**config.mk**
```make
export PLATFORM = sky130hd
export DESIGN_NAME = deque_with_running_sum
export DESIGN_NICKNAME = d
export VERILOG_FILES = /design/src/rtl/core/dwrs_pkg.sv /design/src/rtl/core/dwrs_ram.sv /design/src/rtl/core/deque_with_running_sum.sv
export VERILOG_INCLUDE_DIRS = /design/src /design/src/rtl/core
export SDC_FILE = /design/constraint.sdc
export NUM_CORES = 1
export LEC_CHECK = 0
export ABC_AREA = 1
export BUFFER_PORTS_ARGS = -buffer_cell sky130_fd_sc_hd__buf_2
export CAP_MARGIN = 20
export CORE_UTILIZATION = 53
export CTS_BUF_LIST = sky130_fd_sc_hd__clkbuf_4
export CTS_CLUSTER_SIZE = 8
export DETAILED_ROUTE_END_ITERATION = 8
export PLACE_DENSITY = 0.7
export SLEW_MARGIN = 10
export SYNTH_ARGS = -nofsm -noshare
export SYNTH_HDL_FRONTEND = slang
export SYNTH_HIERARCHICAL = 1
export SYNTH_SLANG_ARGS = --single-unit
```
**constraint.sdc**
```tcl
create_clock -name clk -period 10.8 [get_ports clk]
set_input_delay 1.62 -clock clk [delete_from_list [all_inputs] [get_ports clk]]
set_output_delay 1.62 -clock clk [all_outputs]
set_load 0.05 [all_outputs]
```
**src/rtl/core/deque_with_running_sum_assert.svh**
```systemverilog
// ----------------------------------------------------------------------------
// Assertion macros for the deque with running sum
// Short forms for clocked implication checks with a synchronous reset.
// ----------------------------------------------------------------------------
`ifndef DEQUE_WITH_RUNNING_SUM_ASSERT_SVH
`define DEQUE_WITH_RUNNING_SUM_ASSERT_SVH

// Same-cycle implication: when ante holds, cons must hold on the same edge.
`define DWRS_ASSERT_NOW(label, clk, rst, ante, cons, msg) \
  label: assert property (@(posedge clk) disable iff (rst) (ante) |-> (cons)) \
    else $error(msg);

// Next-cycle implication: when ante holds, cons must hold on the next edge.
`define DWRS_ASSERT_NEXT(label, clk, rst, ante, cons, msg) \
  label: assert property (@(posedge clk) disable iff (rst) (ante) |=> (cons)) \
    else $error(msg);

`endif

```
**src/rtl/core/dwrs_pkg.sv**
```systemverilog
// ----------------------------------------------------------------------------
// dwrs_pkg
// Shared types and constants of the deque with running sum.
// ----------------------------------------------------------------------------
package dwrs_pkg;

  localparam int DEPTH_DEFAULT = 16;
  localparam int DATA_W        = 32;
  localparam int CMD_W         = 3;
  localparam int STATUS_W      = 2;
  localparam int COUNT_OUT_W   = 5;
  localparam int M_TDATA_W     = 72;

  typedef enum logic [CMD_W-1:0] {
    CMD_INS_FRONT = 3'd0,
    CMD_INS_BACK  = 3'd1,
    CMD_REM_FRONT = 3'd2,
    CMD_REM_BACK  = 3'd3,
    CMD_CLEAR     = 3'd4
  } cmd_t;

  typedef enum logic [STATUS_W-1:0] {
    STAT_DONE  = 2'd0,
    STAT_EMPTY = 2'd1,
    STAT_FULL  = 2'd2
  } status_t;

endpackage

```
**src/rtl/core/dwrs_ram.sv**
```systemverilog
// ----------------------------------------------------------------------------
// dwrs_ram
// Ring storage of the deque: one write port and one registered read port.
// ----------------------------------------------------------------------------
module dwrs_ram #(
  parameter int DEPTH = dwrs_pkg::DEPTH_DEFAULT
) (
  input  logic                        clk,
  input  logic                        we,
  input  logic [$clog2(DEPTH)-1:0]    waddr,
  input  logic [dwrs_pkg::DATA_W-1:0] wdata,
  input  logic                        re,
  input  logic [$clog2(DEPTH)-1:0]    raddr,
  output logic [dwrs_pkg::DATA_W-1:0] rdata
);

  logic [dwrs_pkg::DATA_W-1:0] mem [DEPTH];

  always_ff @(posedge clk) begin
    if (we) begin
      mem[waddr] <= wdata;
    end
  end

  always_ff @(posedge clk) begin
    if (re) begin
      rdata <= mem[raddr];
    end
  end

endmodule

```
**src/rtl/core/deque_with_running_sum.sv**
```systemverilog
// ----------------------------------------------------------------------------
// deque_with_running_sum
// Double-ended queue of 32-bit integers in a ring memory, with a running sum.
//
//   Channel  Dir  tdata                                   tuser
//   s_*      in   value[31:0]                             command[2:0]
//   m_*      out  removed_value, element_count, total_sum status[1:0]
//
// Inserts, clears, failed removes and unused commands load the result register
// directly; a successful remove first passes through ST_READ, as the ring read is registered.
// Reset clears the pointers, the count, the sum and the result valid flag;
// the ring contents are left as they are and are only read once written.
// A new word is taken when no remove is in flight and the result register
// is empty or being drained in the same cycle.
// ----------------------------------------------------------------------------
`include "deque_with_running_sum_assert.svh"

module deque_with_running_sum #(
  parameter int DEPTH = dwrs_pkg::DEPTH_DEFAULT
) (
  input  logic                           clk,
  input  logic                           rst,
  input  logic                           s_tvalid,
  output logic                           s_tready,
  input  logic [dwrs_pkg::DATA_W-1:0]    s_tdata,   // [31:0] value
  input  logic [dwrs_pkg::CMD_W-1:0]     s_tuser,   // [2:0] command
  output logic                           m_tvalid,
  input  logic                           m_tready,
  // [31:0] removed_value, [36:32] element_count, [68:37] total_sum, [71:69] zero
  output logic [dwrs_pkg::M_TDATA_W-1:0] m_tdata,
  output logic [dwrs_pkg::STATUS_W-1:0]  m_tuser    // [1:0] status
);

  localparam int AW = $clog2(DEPTH);
  localparam int CW = $clog2(DEPTH + 1);
  localparam int DW = dwrs_pkg::DATA_W;
  localparam logic [AW-1:0] LAST_IDX = AW'(DEPTH - 1);
  localparam logic [CW-1:0] FULL_CNT = CW'(DEPTH);

  typedef enum logic [1:0] {
    ST_IDLE = 2'b01,
    ST_READ = 2'b10
  } state_t;

  state_t          state, state_next;
  logic [AW-1:0]   head, head_next;
  logic [AW-1:0]   tail, tail_next;
  logic [CW-1:0]   count, count_next;
  logic [DW-1:0]   sum, sum_next;

  logic                              out_load;
  logic [DW-1:0]                     out_removed, out_removed_next;
  dwrs_pkg::status_t                 out_status, out_status_next;
  logic [dwrs_pkg::COUNT_OUT_W-1:0]  out_count;
  logic [DW-1:0]                     out_sum;

  logic            mem_we, mem_re;
  logic [AW-1:0]   mem_waddr, mem_raddr;
  logic [DW-1:0]   mem_rdata;

  logic            accept;
  logic            is_full, is_empty;
  logic [AW-1:0]   head_prev, head_succ, tail_prev, tail_succ;

  assign s_tready = (state == ST_IDLE) && (!m_tvalid || m_tready);
  assign accept   = s_tvalid && s_tready;
  assign is_full  = (count == FULL_CNT);
  assign is_empty = (count == '0);

  assign head_prev = (head == '0) ? LAST_IDX : head - AW'(1);
  assign head_succ = (head == LAST_IDX) ? '0 : head + AW'(1);
  assign tail_prev = (tail == '0) ? LAST_IDX : tail - AW'(1);
  assign tail_succ = (tail == LAST_IDX) ? '0 : tail + AW'(1);

  always_comb begin
    state_next       = state;
    head_next        = head;
    tail_next        = tail;
    count_next       = count;
    sum_next         = sum;
    out_load         = 1'b0;
    out_removed_next = '0;
    out_status_next  = dwrs_pkg::STAT_DONE;
    mem_we           = 1'b0;
    mem_waddr        = head_prev;
    mem_re           = 1'b0;
    mem_raddr        = head;

    if (state == ST_READ) begin
      // Read data of the remove issued last cycle; pointers and count moved then.
      out_load         = 1'b1;
      out_removed_next = mem_rdata;
      sum_next         = sum - mem_rdata;
      state_next       = ST_IDLE;
    end else if (accept) begin
      case (dwrs_pkg::cmd_t'(s_tuser))
        dwrs_pkg::CMD_INS_FRONT, dwrs_pkg::CMD_INS_BACK: begin
          out_load = 1'b1;
          if (is_full) begin
            out_status_next = dwrs_pkg::STAT_FULL;
          end else begin
            mem_we     = 1'b1;
            count_next = count + CW'(1);
            sum_next   = sum + s_tdata;
            if (s_tuser == dwrs_pkg::CMD_INS_FRONT) begin
              mem_waddr = head_prev;
              head_next = head_prev;
            end else begin
              mem_waddr = tail;
              tail_next = tail_succ;
            end
          end
        end
        dwrs_pkg::CMD_REM_FRONT, dwrs_pkg::CMD_REM_BACK: begin
          if (is_empty) begin
            out_load        = 1'b1;
            out_status_next = dwrs_pkg::STAT_EMPTY;
          end else begin
            mem_re     = 1'b1;
            count_next = count - CW'(1);
            state_next = ST_READ;
            if (s_tuser == dwrs_pkg::CMD_REM_FRONT) begin
              mem_raddr = head;
              head_next = head_succ;
            end else begin
              mem_raddr = tail_prev;
              tail_next = tail_prev;
            end
          end
        end
        dwrs_pkg::CMD_CLEAR: begin
          out_load   = 1'b1;
          head_next  = '0;
          tail_next  = '0;
          count_next = '0;
          sum_next   = '0;
        end
        default: begin
          out_load = 1'b1;
        end
      endcase
    end
  end

  always_ff @(posedge clk) begin
    if (rst) begin
      state    <= ST_IDLE;
      head     <= '0;
      tail     <= '0;
      count    <= '0;
      sum      <= '0;
      m_tvalid <= 1'b0;
    end else begin
      state <= state_next;
      head  <= head_next;
      tail  <= tail_next;
      count <= count_next;
      sum   <= sum_next;
      if (out_load) begin
        m_tvalid <= 1'b1;
      end else if (m_tready) begin
        m_tvalid <= 1'b0;
      end
    end
  end

  always_ff @(posedge clk) begin
    if (out_load) begin
      out_removed <= out_removed_next;
      out_status  <= out_status_next;
      out_count   <= dwrs_pkg::COUNT_OUT_W'(count_next);
      out_sum     <= sum_next;
    end
  end

  assign m_tdata = {3'b000, out_sum, out_count, out_removed};
  assign m_tuser = out_status;

  dwrs_ram #(
    .DEPTH(DEPTH)
  ) u_ram (
    .clk  (clk),
    .we   (mem_we),
    .waddr(mem_waddr),
    .wdata(s_tdata),
    .re   (mem_re),
    .raddr(mem_raddr),
    .rdata(mem_rdata)
  );

  `DWRS_ASSERT_NOW(a_count_bound, clk, rst, 1'b1, count <= FULL_CNT, "count above depth")
  `DWRS_ASSERT_NOW(a_no_take_in_read, clk, rst, state == ST_READ, !s_tready,
                   "word taken while a remove is in flight")
  `DWRS_ASSERT_NEXT(a_read_gives_result, clk, rst, state == ST_READ, m_tvalid,
                    "remove gave no result")
  `DWRS_ASSERT_NOW(a_full_status, clk, rst,
                   m_tvalid && (m_tuser == dwrs_pkg::STAT_FULL), is_full,
                   "full status while queue not full")

endmodule
```
Yosys cells after proc, flatten, opt, wreduce, memory -nomap -nowiden
Memory sizes are Yosys's and may differ from the RTL's. A register that Yosys moved wholly into a read port is not among the register bits.
Cells that the tools add are included.
{"block": "word_totals", "register_bits": 119, "ram_bits": 512, "output_inout_bits": 76, "elab_cells": 106, "memories": 1}
{"memory": "u_ram.mem", "depth": 16, "word_bits": 32, "rd": 1, "rd_ports_with_merged_regs": 1, "write_ports": 1, "line_no": "dwrs_ram.sv:17", "rtl": "logic [dwrs_pkg::DATA_W-1:0] mem [DEPTH];"}
{"block": "op_classes", "n_addsub": 8, "eq_ne": 15, "mux": 52, "bitwise": 3, "n_reduce_logical": 17}
{"op": "32-bit 2-to-1 mux", "n": 3}
{"op": "4-bit 2-to-1 mux", "n": 22}
{"op": "32-bit case mux with 2 select lines", "n": 1}
{"op": "32-bit adder", "n": 1}
{"op": "32-bit subtractor", "n": 1}
{"op": "4-bit case mux with 3 select lines", "n": 2}
{"op": "5-bit 2-to-1 mux", "n": 4}
{"op": "1-bit 2-to-1 mux", "n": 17}
{"op": "5-bit case mux with 3 select lines", "n": 1}
{"op": "7-bit AND reduction", "n": 2}
{"op": "2-bit != test, second input constant", "n": 6}
{"op": "4-bit by 1-bit adder with 4-bit output, second input constant", "n": 2}
{"op": "4-bit == test, second input constant", "n": 2}
{"op": "4-bit logical NOT", "n": 2}
{"op": "2-bit OR reduction", "n": 4}
{"op": "4-bit by 1-bit subtractor with 4-bit output, second input constant", "n": 2}
{"op": "3-bit by 2-bit == test with 1-bit output, second input constant", "n": 2}
{"op": "5-bit by 1-bit adder with 5-bit output, second input constant", "n": 1}
{"op": "5-bit == test, second input constant", "n": 1}
{"op": "5-bit logical NOT", "n": 1}
{"op": "5-bit by 1-bit subtractor with 5-bit output, second input constant", "n": 1}
{"op": "2-bit case mux with 2 select lines", "n": 1}
{"op": "3-bit by 1-bit == test with 1-bit output, second input constant", "n": 1}
{"op": "3-bit == test, second input constant", "n": 1}
{"op": "11 further kinds", "n": 14}

Logic depth before layout (Yosys ltp)
Gate-level depths: netlist (run 1).
{"block": "logic_depth", "ltp_word": 8, "mapped_depth": 22, "depth_no_buf": 19}

Hierarchy
Netlist (run 1), hierarchy kept.
{"module": "dwrs_ram", "instances": 1, "cells_per_inst": 2120, "area_each_um2": 23050.9}
{"module": "deque_with_running_sum", "instances": 1, "cells_per_inst": 1460, "area_each_um2": 9536.6}

Worst setup path after synthesis (run 1)
OpenSTA, ideal clock, no wires.
{"block": "synth_path", "path_type": "input port to flip-flop", "start": "input port m_tready", "end": "register out_status[0] (netlist: m_tuser[0]) (enable)", "setup_time_ns": 0.600, "arrival_time_ns": 7.025, "slack_ns": 3.176, "stages": 4, "cell_sequence": "inv_1 nand2_1 nand4_2 o21ai_0"}
{"block": "synth_between", "elab_chain_cells": 5}
{"element": "start, declared", "line_no": "deque_with_running_sum.sv:28", "rtl": "input logic m_tready,"}
{"element": "1-bit logical OR", "line_no": "deque_with_running_sum.sv:65", "rtl": "assign s_tready = (state == ST_IDLE) && (!m_tvalid || m_tready);"}
{"element": "1-bit logical AND", "line_no": "deque_with_running_sum.sv:65"}
{"element": "1-bit logical AND", "line_no": "deque_with_running_sum.sv:66", "rtl": "assign accept = s_tvalid && s_tready;"}
{"element": "1-bit 2-to-1 mux", "line_no": "deque_with_running_sum.sv:95", "rtl": "end else if (accept) begin"}
{"element": "1-bit 2-to-1 mux", "line_no": "deque_with_running_sum.sv:89", "rtl": "if (state == ST_READ) begin"}
{"element": "net out_load", "line_no": "deque_with_running_sum.sv:51", "rtl": "logic out_load;"}
{"element": "end signal, assigned", "line_no": "deque_with_running_sum.sv:170", "rtl": "out_status <= out_status_next;"}
{"element": "end, declared", "line_no": "deque_with_running_sum.sv:53", "rtl": "dwrs_pkg::status_t out_status, out_status_next;"}
The timed path passes the listed nets, and every way through them passes these cells.
A chain may end at the register's enable or synchronous reset.

Final worst setup path (run 1)
{"block": "layout_path", "start": "input port s_tuser[2] (netlist bit)", "end": "register u_ram/rdata[15] (netlist bit), read port of u_ram.mem (data pin)"}
{"block": "layout_between", "elab_cells_between_ends": 11, "classes_between": "eq/ne: 2; mux: 8; reduce/logical: 1"}
{"element": "start, declared", "line_no": "deque_with_running_sum.sv:26", "rtl": "input logic [dwrs_pkg::CMD_W-1:0] s_tuser,"}
{"element": "3-bit by 2-bit == test with 1-bit output", "line_no": "deque_with_running_sum.sv:96", "rtl": "case (dwrs_pkg::cmd_t'(s_tuser))"}
{"element": "2-bit OR reduction *", "line_no": "deque_with_running_sum.sv:96"}
{"element": "1-bit 2-to-1 mux *", "line_no": "deque_with_running_sum.sv:96"}
{"element": "1-bit 2-to-1 mux *", "line_no": "deque_with_running_sum.sv:95"}
{"element": "1-bit 2-to-1 mux *", "line_no": "deque_with_running_sum.sv:89"}
{"element": "net mem_re", "line_no": "deque_with_running_sum.sv:57", "rtl": "logic mem_we, mem_re;"}
{"element": "end, declared", "line_no": "dwrs_ram.sv:14", "rtl": "output logic [dwrs_pkg::DATA_W-1:0] rdata"}
Mark *: on every way through the listed nets, which the timed path passes. The rest lies on a longest branch.

==> flow_metrics.tcl, run 1 <==
set metrics [dict create \
    drive_gt1_frac 0.116 \
    nFillCells 5281 \
    cts_hold_buf 0 \
    crit_fanout 235 \
    drv_slew 14 \
    place_hpwl_um 50400 \
    status "complete, but fails checks" \
    violations "slew limit" \
    syn_inst 3580 \
    clock.fmax_mhz 190 \
    die_h_um 250 \
    min_period_ns 5.27 \
    slew_headroom -0.00334 \
    grt_first_pass_wirelength_um 132000 \
    drt_iter0_markers 2227 \
    required_ns 11.50 \
    setup_viol 0 \
    tightest_slew_ns 1.51 \
    fin_tns_setup_ns 0 \
    r2r_cells 18 \
    die_w_um 250 \
    drt_wl_total_um 86100 \
    grt_overflow_total 0 \
    rows 90 \
    num-nets-final 3874 \
    critPathSlowestCell "o21ai_4" \
    r2r-start "count[0]$_SDFF_PP0_" \
    min_from "state[1]$_SDFFE_PP0P_" \
    track_usage 0.280 \
    clock_tree.buffer_depth 3 \
    vdd_drop_max_mv 0.0952 \
    p_leak_uw 0.0164 \
    clock-sinks 663 \
    syn_area_mm2 0.0326 \
    ys_seq_area_frac 0.596 \
    p_per_area_mw_per_mm2 160 \
    cts_resized 0 \
    finalHoldViolations 0 \
    path_buf_inv 5 \
    yosys_warnings 6 \
    numCtsBuffers 166 \
    ys_types 51 \
    area_delta_synth_final_pct 10.0 \
    routedWlPerCell_um 18.4 \
    crit_type "in2reg" \
    finalClockSkew_ns 0.0498 \
    maxCapViolCount 0 \
    cts_tree "done" \
    place.gp.congestion 0.931 \
    portBuffers 111 \
    r2r_slack_ns 5.73 \
    vias_per_cell 5.28 \
    worstPathArrival_ns 5.97 \
    initial_core_util 0.538 \
    min_to "state[1]$_SDFFE_PP0P_" \
    core_area_mm2 0.0606 \
    grt_pass1_vias 23400 \
    drc 0 \
    die_area_mm2 0.0625 \
    io_pins 115 \
    antenna_found_initial 4 \
    max_stage_delay_ns 0.63 \
    worstPathCellList "buf_2, nor2_2, nand2_1, nor2_4, buf_4, inv_1, nor2_1, inv_1, o21ai_4, buf_12, nand2_1, nand3_1, nand3_1, nand3_1, nand2_1" \
    grt_max_degree 236 \
    r2r_end "u_ram/rdata[15]$_DFFE_PP_" \
    start_kind "primary input" \
    whs_path_depth 1 \
    seqCellArea_mm2 0.0194 \
    final_util 0.592 \
    multi_input_area_mm2 0.0101 \
    syn_area_per_cell_um2 9.10 \
    fin_crit_sh 0.488 \
    hp-class "reg2reg" \
    cts_root_buf "clkbuf_4" \
    vias 24600 \
    synth-seq-cells 663 \
    htree_levels 4 \
    setup.worst_path.end_class "register" \
    final_antenna_net_count 0 \
    cts.reportedPaths.clkPinSlew_ns 0.06 \
    clk-insertion-delay-late_ns 0.99 \
    cts_setup_buffers 0 \
    drt_pre_antenna_iters 6 \
    critical-path-top-delay-family "buffers and inverters" \
    rsz0062_at_grt "no" \
]
-- logic make-up after synthesis --
group                      synth area share
AOI/OAI and AO/OA                    0.0392
xor gates and xnor gates            0.00403
adders and majority gates            0.0281
buffers and inverters                0.0999
DFF                                   0.596
other                              0.000115
and+or+nand+nor                       0.232
-- worst reg2reg max path, cell delays in order, from the launching register on --
cell,delay (ns)
dfxtp_1,0.43
inv_1,0.07
ha_1,0.24
nand2_2,0.10
nor2_1,0.05
inv_1,0.05
nand2_1,0.12
nor2_4,0.11
buf_4,0.55
inv_1,0.13
nor2_1,0.26
inv_1,0.24
o21ai_4,0.63
buf_12,0.58
nand2_1,0.68
nand3_1,0.16
nand3_1,0.11
nand3_1,0.23
nand2_1,0.07
-- through the flow --
step                      cells  hold WS [ns]  setup slack [ns]  area, um^2  power (uW)
final                      4667         0.512              5.53       35800        5750
after global routing       4667         0.545              5.45       35800        6000
after CTS                  4664         0.515              5.90       35800        5800
after detailed placement   4376         0.498              4.80       33700        3710
after global placement     4376         0.480              4.89       33700        3710
after floorplan            3582         0.464              3.18       32600        3510
-- registers in the layout, indices dropped and copies added (netlist names) --
| signal | flops |
|---|---|
| u_ram/rdata | 32 |
| tail | 4 |
| head | 4 |
| m_tvalid | 1 |
| m_tuser | 2 |
| out_count | 5 |
| state | 2 |
| out_sum | 32 |
| u_ram/mem | 512 |
| out_removed | 32 |
| sum | 32 |
| count | 5 |
-- Yosys cell counts (all sizes together) --
| master | number | area [um^2] |
|---|---|---|
| nand2 | 1128 | 4240 |
| inv | 644 | 2420 |
| edfxtp | 615 | 18500 |
| nand3 | 472 | 2360 |
| nor2 | 171 | 659 |
| a21oi | 132 | 679 |
| buf | 107 | 744 |
| o21ai | 75 | 375 |
| ha | 70 | 876 |
| dfxtp | 48 | 961 |
| clkbuf | 23 | 86.3 |
| nor3 | 15 | 85.1 |
| nand4 | 12 | 81.3 |
| xor2 | 11 | 96.3 |
| and2 | 8 | 50.1 |
| nand3b | 6 | 45.0 |
| o21bai | 6 | 45.0 |
| a211oi | 5 | 47.5 |
| o21a | 4 | 30.0 |
| xnor2 | 4 | 35.0 |
| nor3b | 3 | 27.5 |
| a22oi | 2 | 20.0 |
| a31oi | 2 | 12.5 |
| fa | 2 | 40.0 |
| o221ai | 2 | 17.5 |
| o22ai | 2 | 12.5 |
| o31ai | 2 | 15.0 |
| or2 | 2 | 12.5 |
| a21boi | 1 | 7.51 |
| a21o | 1 | 7.51 |
| and3 | 1 | 6.26 |
| clkinv | 1 | 3.75 |
| conb | 1 | 3.75 |
| nor4 | 1 | 6.26 |
| o32ai | 1 | 8.76 |
-- placed cells by master (no fill, tap or decap), types with 3 or more instances in the layout --
master and n:
nand2_1 1126, inv_1 632, edfxtp_1 615, nand3_1 472, clkbuf_4 231, nor2_1 149, a21oi_1 127, buf_2 111
ha_1 70, dfxtp_1 48, o21ai_0 47, clkinv_1 35, buf_4 29, o21ai_1 23, nor2_4 18, inv_2 16
nor3_1 13, xor2_1 11, nand4_1 11, clkinv_2 9, and2_1 8, o21bai_1 6, nand3b_1 6, o21ai_4 5
a21oi_2 5, nor2_2 4, xnor2_1 4, o21a_1 4, bufinv_16 4, a211oi_1 3, conb_1 3, clkinv_4 3
-- worst max path at each step --
stage | from | end | cells past startpoint
finish | s_tuser[2] | u_ram/rdata[15]$_DFFE_PP_ | 15
global route | s_tuser[2] | u_ram/rdata[14]$_DFFE_PP_ | 15
CTS | s_tuser[2] | u_ram/rdata[14]$_DFFE_PP_ | 17
detailed placement | s_tuser[2] | u_ram/rdata[9]$_DFFE_PP_ | 16
global placement | s_tuser[2] | u_ram/rdata[9]$_DFFE_PP_ | 16
floorplan | m_tready | m_tuser[0]$_SDFFCE_PP0P_ | 4
-- report_power, final --
group	internal, uW	total, uW	switching [uW]
registers	2880	2900	26.4
logic	195	766	570
clock network	1090	2080	999
total	4160	5750	1600
-- metal layers --
layer,track usage,wire length [um],vias to the layer above,part of all wire
li1,-,-,12000,-
met4,0.121,2660,4,0.031
met3,0.0583,7610,194,0.088
met1,0.368,35400,11400,0.41
met5,0,24,-,0.00028
met2,0.450,40400,1063,0.47
-- cell type report --
cell class,instances,area share
clock buffers,231,0.0484
flip-flops and latches,663,0.542
well taps,782,0.0273
clock inverters,57,0.00977
multi-input cells,2144,0.282
diodes,2,0.000140
inverters,645,0.0677
repair buffers,143,0.0231
Note: power is estimated with default switching activity, not from simulation.
==> inputs of run 2 (changes only) <==
Settings changed: PLACE_DENSITY 0.7 to 0.73.
Clock period 10.8 ns to 4.2 ns, I/O delays scaled along.
==> flow_metrics.tcl, run 2 (same netlist as run 1, synthesis figures left out) <==
set metrics [dict create \
    clockPowerShare 0.356 \
    track_usage 0.278 \
    largest_reg_flops 512 \
    slew_headroom 0.271 \
    vdd_drop_max_mv 0.198 \
    start_kind "register" \
    hp-class "in2reg" \
    die_h_um 250 \
    tightest_slew_ns 1.09 \
    p_per_area_mw_per_mm2 405 \
    finalClockSkew_ns 0.0428 \
    cts_tree "done" \
    clk-insertion-delay-late_ns 1.02 \
    setup.worst_path.end_class "register" \
    crit_type "reg2reg" \
    num-nets-final 3919 \
    multi_input_area_mm2 0.0101 \
    portBuffers 111 \
    fin_tns_setup_ns 0 \
    path_buf_inv 5 \
    initial_core_util 0.538 \
    p_sw_frac 0.277 \
    clock_tree.buffer_depth 3 \
    cts.reportedPaths.clkPinSlew_ns 0.06 \
    worstPathArrival_ns 4.40 \
    critPathMostFrequentCell "inv_1" \
    vias_per_cell 5.28 \
    internal_power_uw 10700 \
    critical-path-top-delay-family "simple AND/OR/NAND/NOR gates" \
    numCtsBuffers 163 \
    grt_pass1_vias 23700 \
    registers.top_by_ff_count "u_ram/mem" \
    final_cell_mix "nand2_1, inv_1, edfxtp_1, nand3_1, clkbuf_4" \
    place.gp.congestion 0.936 \
    antenna_found_initial 6 \
    drt_wl_total_um 85600 \
    die_area_mm2 0.0625 \
    area_delta_synth_final_pct 11.9 \
    p_sw_uw 4080 \
    nFillCells 5106 \
    rsz0062_at_grt "no" \
    max_stage_delay_ns 0.48 \
    r2r_cells 17 \
    cts_root_buf "clkbuf_4" \
    drv_slew 0 \
    required_ns 4.94 \
    drt_iter0_markers 2638 \
    final_common_cell "nand2_1" \
    grt_overflow_total 0 \
    clock-sinks 663 \
    maxCapViolCount 0 \
    status "finished clean" \
    core_area_mm2 0.0606 \
    setup_viol 0 \
    die_w_um 250 \
    vias 24800 \
    clock.fmax_mhz 274 \
    grt_first_pass_wirelength_um 132000 \
    crit_fanout 136 \
    setup_slack_ns 0.546 \
    whs_path_depth 1 \
    rows 90 \
    finalHoldViolations 0 \
    drive_gt1_frac 0.116 \
    io_pins 115 \
    grt_max_degree 137 \
    drc 0 \
    critPathSlowestCell "buf_12" \
    final_antenna_net_count 0 \
    routedWlPerCell_um 18.2 \
    p_leak_uw 0.0166 \
    place_ws_ns 0.461 \
    p_comb_frac 0.139 \
    htree_levels 4 \
    place_hpwl_um 51900 \
    worstPathCellList "inv_1, ha_1, nand2_2, nor2_1, inv_1, nand2_1, nor2_4, inv_1, nor2_1, inv_1, o21ai_4, buf_12, nand2_1, nand3_1, nand3_1, nand3_1, nand2_1" \
    cts_resized 0 \
    crit_cells 17 \
    cts_setup_buffers 0 \
    seqCellArea_mm2 0.0194 \
    min_period_ns 3.65 \
    seqPwrFrac 0.505 \
    fin_crit_sh 0.870 \
    drt_pre_antenna_iters 6 \
]
run 2: power by group through the flow:
stage	combinational, uW	clock (uW)	sequential (uW)
after floorplan	1190	0	7840
after global placement	1970	0	7600
after detailed placement	2000	0	7600
after CTS	2030	5360	7460
after global routing	2240	5680	7470
final	2050	5250	7460
run 2: final cells by class:
cell class | instances | area share
flip-flops and latches | 663 | 0.533
clock buffers | 225 | 0.0463
multi-input cells | 2144 | 0.277
clock inverters | 57 | 0.00930
repair buffers | 191 | 0.0412
inverters | 645 | 0.0666
diodes | 2 | 0.000137
well taps | 782 | 0.0268
run 2: metal layers:
layer / up-vias / track usage / part of all wire
li1: 12100 / - / -
met1: 11400 / 0.373 / 0.41
met2: 1161 / 0.446 / 0.46
met3: 190 / 0.0538 / 0.091
met4: 8 / 0.115 / 0.033
met5: - / 0 / 0.00051
run 2: stage by stage:
step | cells | instance area [um^2] | hold slack, ns | utilization | total power [uW]
after CTS | 4707 | 36500 | 0.00277 | 0.602 | 14800
after floorplan | 3582 | 32600 | 0.464 | - | 9030
after global placement | 4391 | 34100 | 0.476 | 0.563 | 9570
final | 4709 | 36500 | 0.0870 | 0.602 | 14800
after detailed placement | 4391 | 34100 | 0.483 | 0.563 | 9600
after global routing | 4708 | 36500 | 0.0606 | 0.602 | 15400
run 2: final timing paths:
kind / from / to / slack (ns)
worst max-delay path: count[0]$_SDFF_PP0_ / u_ram/rdata[10]$_DFFE_PP_ / 0.55
worst min-delay path: s_tdata[9] / u_ram/mem[8][9]$_DFFE_PP_ / 0.09
worst max register to register: count[0]$_SDFF_PP0_ / u_ram/rdata[10]$_DFFE_PP_ / 0.55
worst min register to register: state[1]$_SDFFE_PP0P_ / state[1]$_SDFFE_PP0P_ / 0.51
run 2: repair_timing:
item | in CTS | in global routing
hold buffers | 34 | 0
endpoints found under the hold margin | 399 | 0
setup endpoints to repair | 0 | 0
run 2: worst reg2reg max path: stages (launching register included):
cell     delay, ns
dfxtp_1       0.44
inv_1         0.08
ha_1          0.24
nand2_2       0.10
nor2_1        0.06
inv_1         0.05
nand2_1       0.12
nor2_4        0.12
inv_1         0.04
nor2_1        0.30
inv_1         0.27
o21ai_4       0.37
buf_12        0.48
nand2_1       0.28
nand3_1       0.12
nand3_1       0.12
nand3_1       0.13
nand2_1       0.06
